## src/rtl/core/tsbe_pkg.sv

```systemverilog
`default_nettype none
package tsbe_pkg;

    localparam int MESSAGE_BITS_DEF = 256;
    localparam int FRAME_TICKS      = 10;
    localparam int STUFF_RUN        = 8;
    localparam int MIN_SYNC_FRAMES  = 3;
    localparam int QUEUE_DEPTH      = 2;

    localparam logic [1:0] ACT_TICK   = 2'd0;
    localparam logic [1:0] ACT_WRITE  = 2'd1;
    localparam logic [1:0] ACT_COMMIT = 2'd2;

    typedef struct packed {
        logic [1:0] action;
        logic [7:0] bit_position;
        logic       bit_value;
        logic [7:0] message_length;
    } t_in_item;

    typedef struct packed {
        logic track_level;
        logic sending_data;
        logic message_done;
    } t_out_item;

    typedef enum logic [1:0] {
        CMD_TICK,
        CMD_WRITE,
        CMD_COMMIT
    } t_cmd_kind;

    typedef struct packed {
        t_cmd_kind  kind;
        logic [7:0] pos;
        logic       value;
        logic [7:0] len;
    } t_cmd;

    // queue handshake toward the back end
    typedef struct packed {
        logic valid;
        t_cmd cmd;
    } t_queue_head;

endpackage
`default_nettype wire

```

## src/rtl/core/tsbe_front.sv

```systemverilog
`default_nettype none
module tsbe_front
    import tsbe_pkg::*;
(
    input  wire         i_clk,
    input  wire         i_rst_n,
    input  wire         i_in_valid,
    output logic        o_in_stall,
    input  t_in_item    i_in,
    output t_queue_head o_head,
    input  wire         i_pop
);

    t_cmd       r_q [QUEUE_DEPTH];
    logic       r_wp;
    logic       r_rp;
    logic [1:0] r_cnt;
    logic [1:0] n_cnt;
    t_cmd       cls;
    logic       cls_ok;
    logic       push;
    logic       pop;

    // classify; unknown action is dropped at the door
    always_comb begin
        cls.pos   = i_in.bit_position;
        cls.value = i_in.bit_value;
        cls.len   = i_in.message_length;
        cls_ok    = 1'b1;
        case (i_in.action)
            ACT_TICK:   cls.kind = CMD_TICK;
            ACT_WRITE:  cls.kind = CMD_WRITE;
            ACT_COMMIT: cls.kind = CMD_COMMIT;
            default: begin
                cls.kind = CMD_TICK;
                cls_ok   = 1'b0;
            end
        endcase
    end

    assign o_in_stall = (r_cnt == 2'(QUEUE_DEPTH));
    assign push       = i_in_valid && !o_in_stall && cls_ok;
    assign pop        = i_pop && (r_cnt != 2'd0);
    assign o_head.valid = (r_cnt != 2'd0);
    assign o_head.cmd   = r_q[r_rp];

    always_comb begin
        n_cnt = r_cnt;
        if (push && !pop) begin
            n_cnt = r_cnt + 2'd1;
        end else if (pop && !push) begin
            n_cnt = r_cnt - 2'd1;
        end
    end

    always_ff @(posedge i_clk) begin
        if (!i_rst_n) begin
            r_wp  <= 1'b0;
            r_rp  <= 1'b0;
            r_cnt <= 2'd0;
        end else begin
            r_cnt <= n_cnt;
            if (push) begin
                r_wp <= ~r_wp;
            end
            if (pop) begin
                r_rp <= ~r_rp;
            end
        end
    end

    always_ff @(posedge i_clk) begin
        if (push) begin
            r_q[r_wp] <= cls;
        end
    end

endmodule
`default_nettype wire

```

## src/rtl/core/tsbe_back.sv

```systemverilog
`default_nettype none
module tsbe_back
    import tsbe_pkg::*;
#(
    parameter int MESSAGE_BITS = MESSAGE_BITS_DEF
) (
    input  wire         i_clk,
    input  wire         i_rst_n,
    input  wire         i_run_enable,
    input  t_queue_head i_head,
    output logic        o_pop,
    output logic        o_out_valid,
    input  wire         i_out_stall,
    output t_out_item   o_out
);

    localparam int AW = (MESSAGE_BITS > 1) ? $clog2(MESSAGE_BITS) : 1;

    logic       r_mem [MESSAGE_BITS];
    logic       r_mem_q;
    logic       r_rd_ok;
    logic       r_byp_en;
    logic       r_byp_val;

    logic       r_level,     n_level;
    logic [3:0] r_tick,      n_tick;
    logic [7:0] r_sfd,       n_sfd;
    logic [3:0] r_ones,      n_ones;
    logic       r_pending,   n_pending;
    logic       r_data_mode, n_data_mode;
    logic       r_at_start,  n_at_start;
    logic       r_stuff,     n_stuff;
    logic [7:0] r_cur,       n_cur;
    logic [7:0] r_left,      n_left;
    logic [7:0] r_plen,      n_plen;

    logic       r_out_valid;
    t_out_item  r_out;

    logic       slot_free;
    logic       do_tick;
    logic       wr_en;
    logic       rd_ok;
    logic       cur_bit;
    logic       sending;
    logic       done;
    logic [3:0] tick_inc;
    logic [3:0] ones_inc;
    logic [7:0] sfd_inc;
    logic [7:0] left_dec;

    assign slot_free = !r_out_valid || !i_out_stall;
    assign o_pop     = i_head.valid && ((i_head.cmd.kind != CMD_TICK) || slot_free);
    assign do_tick   = o_pop && (i_head.cmd.kind == CMD_TICK);
    assign wr_en     = o_pop && (i_head.cmd.kind == CMD_WRITE)
                       && ({1'b0, i_head.cmd.pos} < 9'(MESSAGE_BITS));
    assign cur_bit   = r_rd_ok && (r_byp_en ? r_byp_val : r_mem_q);

    assign tick_inc = r_tick + 4'd1;
    assign ones_inc = r_ones + 4'd1;
    assign sfd_inc  = (r_sfd != 8'hFF) ? r_sfd + 8'd1 : r_sfd;
    assign left_dec = r_left - 8'd1;

    always_comb begin
        n_level     = r_level;
        n_tick      = r_tick;
        n_sfd       = r_sfd;
        n_ones      = r_ones;
        n_pending   = r_pending;
        n_data_mode = r_data_mode;
        n_at_start  = r_at_start;
        n_stuff     = r_stuff;
        n_cur       = r_cur;
        n_left      = r_left;
        n_plen      = r_plen;
        sending     = 1'b0;
        done        = 1'b0;

        if (o_pop && (i_head.cmd.kind == CMD_COMMIT)) begin
            n_plen    = i_head.cmd.len;
            n_pending = 1'b1;
        end

        if (do_tick && i_run_enable) begin
            if (r_data_mode) begin
                sending = 1'b1;
                if (r_at_start) begin
                    n_level    = ~r_level;
                    n_at_start = 1'b0;
                end else begin
                    n_at_start = 1'b1;
                    if (r_stuff) begin
                        n_stuff = 1'b0;
                        n_ones  = 4'd0;
                    end else begin
                        if (cur_bit) begin
                            n_level = ~r_level;
                            n_ones  = ones_inc;
                            if (ones_inc >= 4'(STUFF_RUN)) begin
                                n_ones  = 4'd0;
                                n_stuff = 1'b1;
                            end
                        end else begin
                            n_ones = 4'd0;
                        end
                        n_cur  = r_cur + 8'd1;
                        n_left = left_dec;
                        if (left_dec == 8'd0) begin
                            // last bit: no trailing stuff cell
                            n_data_mode = 1'b0;
                            n_stuff     = 1'b0;
                            n_at_start  = 1'b0;
                            n_tick      = 4'd0;
                            done        = 1'b1;
                        end
                    end
                end
            end else begin
                n_tick = tick_inc;
                if (tick_inc inside {4'd1, 4'd3, 4'd4, 4'd6, 4'd8, 4'd9}) begin
                    n_level = ~r_level;
                end
                if (tick_inc >= 4'(FRAME_TICKS)) begin
                    n_tick = 4'd0;
                    if (r_pending && (r_sfd > 8'(MIN_SYNC_FRAMES))) begin
                        n_pending = 1'b0;
                        if (r_plen != 8'd0) begin
                            n_sfd       = 8'd0;
                            n_ones      = 4'd0;
                            n_stuff     = 1'b0;
                            n_at_start  = 1'b1;
                            n_cur       = 8'd1;
                            n_left      = r_plen;
                            n_data_mode = 1'b1;
                        end else begin
                            n_sfd = sfd_inc;
                        end
                    end else begin
                        n_sfd = sfd_inc;
                    end
                end
            end
        end
    end

    assign rd_ok = ({1'b0, n_cur} < 9'(MESSAGE_BITS));

    // keep a registered copy of the entry at the next bit index, with write bypass
    always_ff @(posedge i_clk) begin
        if (wr_en) begin
            r_mem[i_head.cmd.pos[AW-1:0]] <= i_head.cmd.value;
        end
        r_mem_q   <= r_mem[n_cur[AW-1:0]];
        r_rd_ok   <= rd_ok;
        r_byp_en  <= wr_en && (i_head.cmd.pos == n_cur);
        r_byp_val <= i_head.cmd.value;
    end

    always_ff @(posedge i_clk) begin
        if (!i_rst_n) begin
            r_level     <= 1'b1;
            r_tick      <= 4'd0;
            r_sfd       <= 8'd0;
            r_ones      <= 4'd0;
            r_pending   <= 1'b0;
            r_data_mode <= 1'b0;
            r_at_start  <= 1'b0;
            r_stuff     <= 1'b0;
            r_cur       <= 8'd0;
            r_left      <= 8'd0;
            r_plen      <= 8'd0;
            r_out_valid <= 1'b0;
        end else begin
            r_level     <= n_level;
            r_tick      <= n_tick;
            r_sfd       <= n_sfd;
            r_ones      <= n_ones;
            r_pending   <= n_pending;
            r_data_mode <= n_data_mode;
            r_at_start  <= n_at_start;
            r_stuff     <= n_stuff;
            r_cur       <= n_cur;
            r_left      <= n_left;
            r_plen      <= n_plen;
            if (do_tick) begin
                r_out_valid <= 1'b1;
            end else if (!i_out_stall) begin
                r_out_valid <= 1'b0;
            end
        end
    end

    always_ff @(posedge i_clk) begin
        if (do_tick) begin
            r_out.track_level  <= n_level;
            r_out.sending_data <= sending;
            r_out.message_done <= done;
        end
    end

    assign o_out_valid = r_out_valid;
    assign o_out       = r_out;

`ifndef SYNTH
    a_done_while_sending: assert property (@(posedge i_clk) disable iff (!i_rst_n)
        r_out_valid && r_out.message_done |-> r_out.sending_data)
        else $error("message_done without sending_data");
    a_frame_cleared_in_data: assert property (@(posedge i_clk) disable iff (!i_rst_n)
        r_data_mode |-> (r_tick == 4'd0))
        else $error("frame tick not cleared in data mode");
    a_stuff_in_data: assert property (@(posedge i_clk) disable iff (!i_rst_n)
        r_stuff |-> r_data_mode)
        else $error("stuff cell pending outside data mode");
    a_ones_bounded: assert property (@(posedge i_clk) disable iff (!i_rst_n)
        r_ones < 4'(STUFF_RUN))
        else $error("ones run passed the stuffing limit");
`endif

endmodule
`default_nettype wire

```

## src/rtl/core/track_signal_sync_and_bit_encoder.sv

```systemverilog
`default_nettype none
// A tick's result is registered in the output register when the back end retires that tick from the queue.
// Throughput: one transaction per cycle while o_in_stall is low; the back end retires one queued command
// each cycle, a tick only when the output register is free or being taken.
// Reset (synchronous, active low): level high, sync mode, queue and output empty,
// run_enable cleared; message store contents stay undefined until written.
module track_signal_sync_and_bit_encoder
    import tsbe_pkg::*;
#(
    parameter int MESSAGE_BITS = MESSAGE_BITS_DEF
) (
    input  wire        i_clk,
    input  wire        i_rst_n,
    input  wire        i_in_valid,
    output logic       o_in_stall,
    input  t_in_item   i_in,
    output logic       o_out_valid,
    input  wire        i_out_stall,
    output t_out_item  o_out,
    input  wire        i_cfg_we,
    input  wire        i_cfg_wdata
);

    logic        r_run_enable;
    t_queue_head head;
    logic        pop;

    always_ff @(posedge i_clk) begin
        if (!i_rst_n) begin
            r_run_enable <= 1'b0;
        end else if (i_cfg_we) begin
            r_run_enable <= i_cfg_wdata;
        end
    end

    tsbe_front u_front (
        .i_clk      (i_clk),
        .i_rst_n    (i_rst_n),
        .i_in_valid (i_in_valid),
        .o_in_stall (o_in_stall),
        .i_in       (i_in),
        .o_head     (head),
        .i_pop      (pop)
    );

    tsbe_back #(
        .MESSAGE_BITS (MESSAGE_BITS)
    ) u_back (
        .i_clk        (i_clk),
        .i_rst_n      (i_rst_n),
        .i_run_enable (r_run_enable),
        .i_head       (head),
        .o_pop        (pop),
        .o_out_valid  (o_out_valid),
        .i_out_stall  (i_out_stall),
        .o_out        (o_out)
    );

endmodule
`default_nettype wire
```

## config.mk

```make
export PLATFORM = sky130hd
export DESIGN_NAME = track_signal_sync_and_bit_encoder
export DESIGN_NICKNAME = d
export VERILOG_FILES = /design/src/rtl/core/tsbe_pkg.sv /design/src/rtl/core/tsbe_front.sv /design/src/rtl/core/tsbe_back.sv /design/src/rtl/core/track_signal_sync_and_bit_encoder.sv
export SDC_FILE = /design/constraint.sdc
export NUM_CORES = 1
export LEC_CHECK = 0
export ABC_AREA = 1
export BUFFER_PORTS_ARGS = -buffer_cell sky130_fd_sc_hd__buf_2
export CORE_MARGIN = 4
export CORE_UTILIZATION = 45
export DETAILED_ROUTE_END_ITERATION = 10
export HOLD_SLACK_MARGIN = 0.05
export SETUP_SLACK_MARGIN = 0.3
export SLEW_MARGIN = 20
export SYNTH_ARGS = -nofsm -noshare
export SYNTH_HDL_FRONTEND = slang
export SYNTH_SLANG_ARGS = --single-unit
```

## constraint.sdc

```tcl
create_clock -name i_clk -period 4.4 [get_ports i_clk]
set_clock_uncertainty 0.2 [all_clocks]
set_input_delay 0.22 -clock i_clk [delete_from_list [all_inputs] [get_ports i_clk]]
set_output_delay 0.22 -clock i_clk [all_outputs]
set_load 0.03 [all_outputs]
```

# [After elaboration in Yosys (flattened, before gate mapping)]
# Memories as Yosys holds them, arrays and structs flattened. A register that Yosys moved wholly into a read port is not among the register bits.
# Index checks and enable logic that the tools add are counted.
# Widths: inputs -> output; s select.
[op_classes] add_sub_neg=7 mul=0 div_mod_pow=0 order_cmp=3 n_eq_ne=17 shifts=0 muxes=76 bitwise_logic=5 reduce_logical=37
[ops] operator="$mux 8" n=16
[ops] operator="$mux 4" n=13
[ops] operator="$mux 1" n=44
[ops] operator="$add 8x1->8 const B" n=2
[ops] operator="$logic_and 1x1->1" n=12
[ops] operator="$reduce_bool 2->1" n=6
[ops] operator="$add 4x1->4 const B" n=2
[ops] operator="$eq 4x3->1 const B" n=2
[ops] operator="$eq 4x4->1 const B" n=2
[ops] operator="$eq 8x8->1" n=1
[ops] operator="$ge 4x4->1 const B" n=2
[ops] operator="$gt 8x2->1 const B" n=1
[ops] operator="$logic_not 8->1" n=1
[ops] operator="$ne 8x8->1 const B" n=1
[ops] operator="$reduce_and 4->1" n=2
[ops] operator="$reduce_bool 8->1" n=1
[ops] operator="$sub 8x1->8 const B" n=1
[ops] operator="$eq 2x2->1 const B" n=3
[ops] operator="$ne 2x2->1 const B" n=3
[ops] operator="$reduce_and 6->1" n=1
[ops] operator="$reduce_bool 6->1" n=1
[ops] operator="$logic_not 1->1" n=5
[ops] operator="$not 1->1" n=5
[ops] operator="$reduce_and 5->1" n=1
[ops] operator="other kinds (13)" n=17
[word_totals] regBits=56 latchBits=0 ramBits=294 mem_bits_ro=0 inputBits=25 n_memories=2
[mem_list] name="u_back.r_mem" words=256 word_bits=1 read_ports=1 rd_clocked_by_memory_dff=1 wr=1 line_no="tsbe_back.sv:19" source="logic r_mem [MESSAGE_BITS];"
[mem_list] name="u_front.r_q" words=2 word_bits=19 read_ports=1 rd_clocked_by_memory_dff=1 wr=1 line_no="tsbe_front.sv:14" source="t_cmd r_q [QUEUE_DEPTH];"

# [Depth between registers and ports, before layout]
# Gate-level depths: netlist of run 1.
[logic_depth] word_depth=10 mapped_depth=23

# [Hierarchy]
# Synthesis of run 1 repeated with hierarchy kept, for this count alone.
[unflattened] cells_unflattened=1786 hier_area_um2=16846.2
[modules_own_cells] mod="tsbe_back" instances=1 cells_each=1679 area_per_inst_um2=15107.0 seq_area_each_um2=8758.4
[modules_own_cells] mod="tsbe_front" instances=1 cells_each=101 area_per_inst_um2=1697.9 seq_area_each_um2=1241.2
[modules_own_cells] mod="track_signal_sync_and_bit_encoder" instances=1 cells_each=6 area_per_inst_um2=41.3 seq_area_each_um2=20.0

# [Worst setup path before layout of run 1]
# No wires, ideal clock.
[synth_timing] kind="reg2reg" start="register (tool-made name)" end="memory u_back.r_mem[0] (data pin)" setup_ps=826 arrival_ps=3846 t_required_ps=3374 path_slack_ps=-472 stages_incl_launch_ff=5 path_buffers=2 period_less_slack_ps=4872 cell_sequence="dfxtp_1 buf_4 clkbuf_1 nand2_1 nand2_1"
[synth_rtl] element="end: declaration" line_no="tsbe_back.sv:19"

# [Worst setup path after layout of run 1]
[layout_timing] start="register u_back.r_tick[0]" end="register u_back.r_mem_q, read port of u_back.r_mem"
[layout_via] elab_chain_len=5
[layout_lines] element="start: declaration" line_no="tsbe_back.sv:26" source="logic [3:0] r_tick, n_tick;"
[layout_lines] element="start signal: assignment" line_no="tsbe_back.sv:175" source="r_tick <= n_tick;"
[layout_lines] element="$add 4x1->4" line_no="tsbe_back.sv:59" source="assign tick_inc = r_tick + 4'd1;"
[layout_lines] element="$ge 4x4->1" line_no="tsbe_back.sv:123" source="if (tick_inc >= 4'(FRAME_TICKS)) begin"
[layout_lines] element="$mux 8" line_no="tsbe_back.sv:123"
[layout_lines] element="$mux 8" line_no="tsbe_back.sv:85" source="if (r_data_mode) begin"
[layout_lines] element="$mux 8" line_no="tsbe_back.sv:84" source="if (do_tick && i_run_enable) begin"
[layout_lines] element="end: declaration" line_no="tsbe_back.sv:20" source="logic r_mem_q;"
# Every way passes these cells.
# A chain may end at the register's enable or synchronous reset.

==> results of run 1 <==
==> worst paths after layout <==
path | start | end | slack [ns] | cells after the start
max | u_back.r_tick[0]$_SDFFE_PN0P_ | u_back.r_mem_q$_DFF_P_ | 0.69 | 19
max reg2reg | u_back.r_tick[0]$_SDFFE_PN0P_ | u_back.r_mem_q$_DFF_P_ | 0.69 | 19
min reg2reg | u_back.r_plen[5]$_SDFFE_PN0P_ | u_back.r_plen[5]$_SDFFE_PN0P_ | 0.26 | 2
min | i_in[6] | u_front.r_q[1][6]$_DFFE_PP_ | 0.19 | 2
==> flip-flops by register name (all words and copies together), names as in the netlist, named ones only <==
signal / count
u_back.r_mem: 256
u_front.r_q: 38
u_back.r_cur: 8
u_back.r_left: 8
u_back.r_plen: 8
u_back.r_sfd: 8
u_back.r_ones: 4
u_back.r_tick: 4
u_back.o_out: 3
u_front.r_cnt: 2
r_run_enable: 1
u_back.o_out_valid: 1
u_back.r_at_start: 1
u_back.r_byp_en: 1
u_back.r_byp_val: 1
u_back.r_data_mode: 1
u_back.r_level: 1
u_back.r_mem_q: 1
u_back.r_pending: 1
u_back.r_stuff: 1
u_front.r_rp: 1
u_front.r_wp: 1
==> routing by layer <==
metal  wire, µm  vias to the layer above  share of wire
met4       1730                        0          0.039
met3       2562                      108          0.058
met1      19670                     6208           0.44
li1           -                     6102              -
met2      20440                      384           0.46
met5          0                        -              0
==> worst max-delay path, stage by stage, from the launching register on <==
cell,delay (ns)
dfxtp_1,0.40
inv_1,0.12
ha_1,0.32
nor2_1,0.11
nand2_1,0.07
nand2_1,0.09
nor2_1,0.05
nand2_2,0.13
nand2_1,0.12
nand2_4,0.09
buf_4,0.75
nand3_1,0.15
nand3_1,0.14
nand3_1,0.09
nand3_1,0.16
nand3_1,0.17
nand3_1,0.15
nand3_1,0.11
nand3_1,0.08
nand2_1,0.06
==> final cells by class <==
class / instances / area, µm²
clock inverters: 15 / 142.6
well taps: 504 / 630.6
multi-input cells: 1171 / 5652
inverters: 206 / 777.0
repair buffers: 72 / 568.0
clock buffers: 55 / 1092
flip-flops and latches: 352 / 10020
fillers: 3439 / 17990
==> per-stage QoR <==
stage | util | total power, mW | cells | hold WS, ns | setup WS, ns
floorplan | - | 4.887 | 1832 | 0.1189 | 1.083
detailed placement | 0.4718 | 5.332 | 2280 | 0.2144 | 0.7648
global placement | 0.4718 | 5.314 | 2280 | 0.2095 | 0.8220
global route | 0.5121 | 8.835 | 2375 | 0.1970 | 0.4007
finish | 0.5121 | 8.513 | 2375 | 0.1932 | 0.6913
CTS | 0.5121 | 8.567 | 2375 | 0.1706 | 0.7467
==> power groups by stage <==
stage	Combinational, mW	Clock [mW]	Sequential, mW
after floorplan	0.753	0	4.13
after global placement	1.23	0	4.09
after detailed placement	1.24	0	4.09
after CTS	1.26	3.28	4.02
after global routing	1.38	3.42	4.03
final	1.27	3.22	4.02
==> layout by cell type (no fill, tap or decap), types with 15 or more instances in the layout <==
master and n:
nand3b_1 76, nor2_1 335, edfxtp_1 297, clkbuf_16 41, dfxtp_1 55, a21oi_1 39, inv_1 197, dlygate4sd3_1 25
buf_2 29, nand2_1 308, buf_4 15, o21ai_0 50, nand3_1 247
==> kinds of logic after synthesis <==
| logic type | Yosys count | synth area share |
|---|---|---|
| buffers and inverters | 309 | 0.07705 |
| AO/OA/AOI/OAI | 123 | 0.04240 |
| XOR/XNOR | 12 | 0.006205 |
| flip-flops | 352 | 0.5916 |
| AND/OR/NAND/NOR | 1026 | 0.2754 |
| adder cells (fa/ha/maj) | 10 | 0.007387 |
==> flow_summary.ini, run 1 <==
[outcome]
outcome = finished clean

[power_and_ir_drop]
powerDensity_mw_per_mm2 = 450.8
p_leak_nw = 6.900
peakVddDrop_v = 0.0003506
cellInternalPower_mw = 6.114
p_seq_frac = 0.472
switching_power_mw = 2.398
switching_share = 0.2818
p_clk_frac = 0.378
combPwrFrac = 0.149

[yosys]
syn_avg_cell_area_um2 = 9.245
yosysWarnings = 0
yosysSeqAreaShare = 0.5916
synthesis.nets = 1867
synth_edf_count = 297
yosysMostFrequentCell = nor2_1
synth.largest_area_cell = edfxtp_1
synth_top_area_frac = 0.5266
yosysUniqueCellTypes = 46
synthFlopType = edfxtp_1
synth_area_mm2 = 0.01694
async_flop_share = 0
synthTopCellsByCount = 336 x nor2_1, 309 x nand2_1, 297 x edfxtp_1
ys_ff_latch = 352
synth_area_leaders = edfxtp_1 53%, nor2_1 7.4%, nand3_1 7.3%
synthCells = 1832

[critical_path]
startpoint_type = flop
cp.arrival_ns = 3.95
path_max_fanout = 84
crit_type = flop to flop
critPathRequiredTime_ns = 4.65
cp-end-kind = flop

[global_routing]
grt_overflow = 0
grt.busiest_layer = met2
grt_max_degree = 150
use_met2 = 0.3441
antenna_found_initial = 0
grt_usage = 0.2135
grt_pass1_wl_um = 68780
use_met1 = 0.2865
grt_pass1_vias = 12200
use_met3 = 0.03594

[timing]
fmax_mhz = 269.6
fin_setup_tns_ns = 0
setup_violations = 0
hold_viol_final = 0
worst_pin_slew_ns = 1.173
layout_min_cycle_time_ns = 3.709
period_share = 0.8429
slew_violations = 0
rsz0062_at_grt = no
max_slew_margin = 0.2162

[cts]
cts_resized = 0
path_clk_slew_ns = 0.06
clk_latency_ns = 0.55
root_buffer = clkbuf_16
cts_max_level = 2
tritoncts = done
cts-buffers-inserted = 39
cts.sink_count = 352
cts_buffer_depth = 3
postCtsSetupBuffers = 0
ctsHoldBuffers = 25

[routing]
drc = 0
dr.pass1.iters = 5
wirelength_um = 44400
dr_total_vias = 12800
routedWlPerCell_um = 18.69
drt-initial-drc-count = 1126
antenna_left = 0
via_per_inst = 5.390

[final_layout]
postLayoutCellArea_mm2 = 0.01888
drive_above_1_share = 0.07536
finalNetCount = 1877
antennaDiodeCount = 0
area.growth.synth_to_final_pct = 11.48

[die]
die_h_um = 202.0
initial_core_util = 0.4593
row_count = 70
die_w_um = 202.0
die_area_mm2 = 0.04081
coreArea_mm2 = 0.03687
io_pins = 30

[placed_design]
dpl.hpwl_um = 24030
place_area_mm2 = 0.01740
portBuffers = 29
gp_congestion = 0.8174

[min_path]
hold_path.class = input port to flop

[run]
maxCapViolations = 0
(Power assumes the default switching activity.)
==> inputs of run 2 (changes only) <==
==> constraint.sdc (replaced) <==
create_clock -name i_clk -period 3.3 [get_ports i_clk]
set_clock_uncertainty 0.2 [all_clocks]
set_input_delay 0.165 -clock i_clk [delete_from_list [all_inputs] [get_ports i_clk]]
set_output_delay 0.165 -clock i_clk [all_outputs]
set_load 0.03 [all_outputs]
==> run 2 against run 1 <==
Via count grew 4.1%. Maximum frequency grew 24%. Sequential share of layout area fell by 3.1 points. Largest cell class unchanged. Critical path type unchanged.
==> flow_summary.ini, run 2 (same netlist as run 1, synthesis figures left out) <==
[outcome]
outcome = finished clean

[routing]
routedWlPerCell_um = 19.30
drt-initial-drc-count = 1322
antenna_left = 0
drc = 0
via_per_inst = 5.433
wirelength_um = 47320
dr_total_vias = 13320
dr.pass1.iters = 5

[final_layout]
largest_reg_flops = 256
postLayoutCellArea_mm2 = 0.02007
final_common_cell = nor2_1
finalNetCount = 1957
layout_common_cells = 331 x nor2_1, 297 x edfxtp_1, 294 x nand2_1
antennaDiodeCount = 0
nFillCells = 3306
drive_above_1_share = 0.1355
area.growth.synth_to_final_pct = 18.51

[min_path]
min_path_cells = 2
hold_path.class = input port to flop
hold_path_end = u_front.r_q[0][7]$_DFFE_PP_
worstHoldStart = i_in[7]

[power_and_ir_drop]
peakVddDrop_v = 0.0004947
powerDensity_mw_per_mm2 = 577.1
p_leak_nw = 7.482

[global_routing]
grt_usage = 0.2217
use_met2 = 0.3646
grt.busiest_layer = met2
grt_max_degree = 102
grt_pass1_vias = 12760
antenna_found_initial = 0
use_met1 = 0.3086
use_met3 = 0.03209
grt_overflow = 0
grt_pass1_wl_um = 72000

[placed_design]
dpl.hpwl_um = 27320
place_area_mm2 = 0.01791
portBuffers = 29
gp_congestion = 0.8359
placement.setup.worst_slack_ns = 0.0004468

[critical_path]
slowest_stage = dfxtp_4
max_stage_delay_ns = 0.39
ff2ff_path_depth = 23
r2r_slack_ns = 0.30
path_common_cell = nand3_1
r2r_start = u_back.r_tick[1]$_SDFFE_PN0P_
r2r-end = u_back.r_mem_q$_DFF_P_
critPathRequiredTime_ns = 3.50
startpoint_type = flop
crit_type = flop to flop
cp.arrival_ns = 3.20
cp-end-kind = flop
path_max_fanout = 7
worstPathCellList = inv_2 > ha_4 > nor2_1 > nand2_2 > nand2_2 > nor2_2 > nand2_2 > inv_2 > nand2_4 > inv_4 > nor2_4 > buf_12 > buf_12 > buf_4 > buf_4 > o211ai_1 > nand3_1 > nand3_1 > nand3_1 > nand3_1 > nand3_1 > nand3_1 > nand2_1

[die]
initial_core_util = 0.4593
coreArea_mm2 = 0.03687
io_pins = 30
row_count = 70
die_w_um = 202.0
die_h_um = 202.0
die_area_mm2 = 0.04081

[timing]
worst_pin_slew_ns = 0.8779
fmax_mhz = 333.4
hold_viol_final = 0
max_slew_margin = 0.4086
setup_violations = 0
fin_setup_tns_ns = 0
period_share = 0.9088
rsz0062_at_grt = yes
layout_min_cycle_time_ns = 2.999
slew_violations = 0
setup_ws_ns = 0.3010

[cts]
clk_latency_ns = 0.52
path_clk_slew_ns = 0.06
cts_max_level = 2
root_buffer = clkbuf_16
cts-buffers-inserted = 39
cts_buffer_depth = 3
tritoncts = done
cts.sink_count = 352

[run]
maxCapViolations = 0
## run 2: cell types whose count changed in the layout (fill, tap and decap cells not counted), moves of 6 or more
cell	previous run	this run
nand3_2	3	12
buf_16	0	6
nand2_1	308	294
buf_12	3	13
nand3_1	247	236
buf_4	15	67
nand2_2	7	18
## run 2: layout make-up
type,instances,area (µm²),area share
Sequential cell,352,10030,0.4996
Clock inverter,15,167.7,0.008353
Multi-Input combinational cell,1172,5858,0.2918
Tap cell,504,630.6,0.03142
Clock buffer,52,1087,0.05417
Inverter,206,787.0,0.03921
Timing Repair Buffer,151,1514,0.07542
## run 2: routing by layer
layer	wire length (µm)	up-vias	share of wire
li1	-	6276	-
met1	20250	6478	0.43
met2	22160	482	0.47
met3	3687	85	0.078
met4	1223	0	0.026
met5	0	-	0
## run 2: worst max path at each step
stage / endpoint / slack (ns) / startpoint / cells past startpoint
after CTS: u_back.r_mem_q$_DFF_P_ / 0.11 / u_back.r_tick[1]$_SDFFE_PN0P_ / 21
after global routing: u_back.r_mem_q$_DFF_P_ / 0.12 / u_back.r_tick[1]$_SDFFE_PN0P_ / 23
after floorplan: u_back.r_mem_q$_DFF_P_ / 0.70 / u_back.r_tick[0]$_SDFFE_PN0P_ / 20
final: u_back.r_mem_q$_DFF_P_ / 0.30 / u_back.r_tick[1]$_SDFFE_PN0P_ / 23
after global placement: u_back.r_mem_q$_DFF_P_ / 0.07 / u_back.r_tick[0]$_SDFFE_PN0P_ / 18
after detailed placement: u_back.r_mem_q$_DFF_P_ / 0.0004 / u_back.r_tick[1]$_SDFFE_PN0P_ / 18
## run 2: repair_timing
| item | in CTS | in global routing |
|---|---|---|
| gates cloned | 2 | 5 |
| pin swaps | 1 | 13 |
| buffers inserted | 1 | 23 |
| endpoints found under the hold margin | 64 | 0 |
| hold buffers | 25 | 0 |
| endpoints found under the setup margin | 57 | 157 |
| resized for setup | 13 | 63 |
## run 2: per-stage QoR
| stage | hold slack, ns | cells | power, mW | util |
|---|---|---|---|---|
| after floorplan | 0.06387 | 1832 | 6.487 | - |
| final | 0.1857 | 2452 | 11.58 | 0.5444 |
| after global placement | 0.1542 | 2329 | 7.216 | 0.4857 |
| after CTS | 0.1723 | 2424 | 11.56 | 0.5302 |
| after detailed placement | 0.1590 | 2329 | 7.243 | 0.4857 |
| after global routing | 0.1920 | 2452 | 12.04 | 0.5444 |
## run 2: critical path, delay by kind of cell, from the launching register on
| kind | cells | cell delay [ns] |
|---|---|---|
| buffers and inverters | 7 | 0.80 |
| adder cells (fa/ha/maj) | 1 | 0.26 |
| AND/OR/NAND/NOR | 14 | 1.16 |
| flip-flops | 1 | 0.39 |
| AO/OA/AOI/OAI | 1 | 0.09 |
## run 2: report_power, final
group	switching [mW]	internal, mW
sequential	0.0595	5.29
clock	1.70	2.61
combinational	1.46	0.460
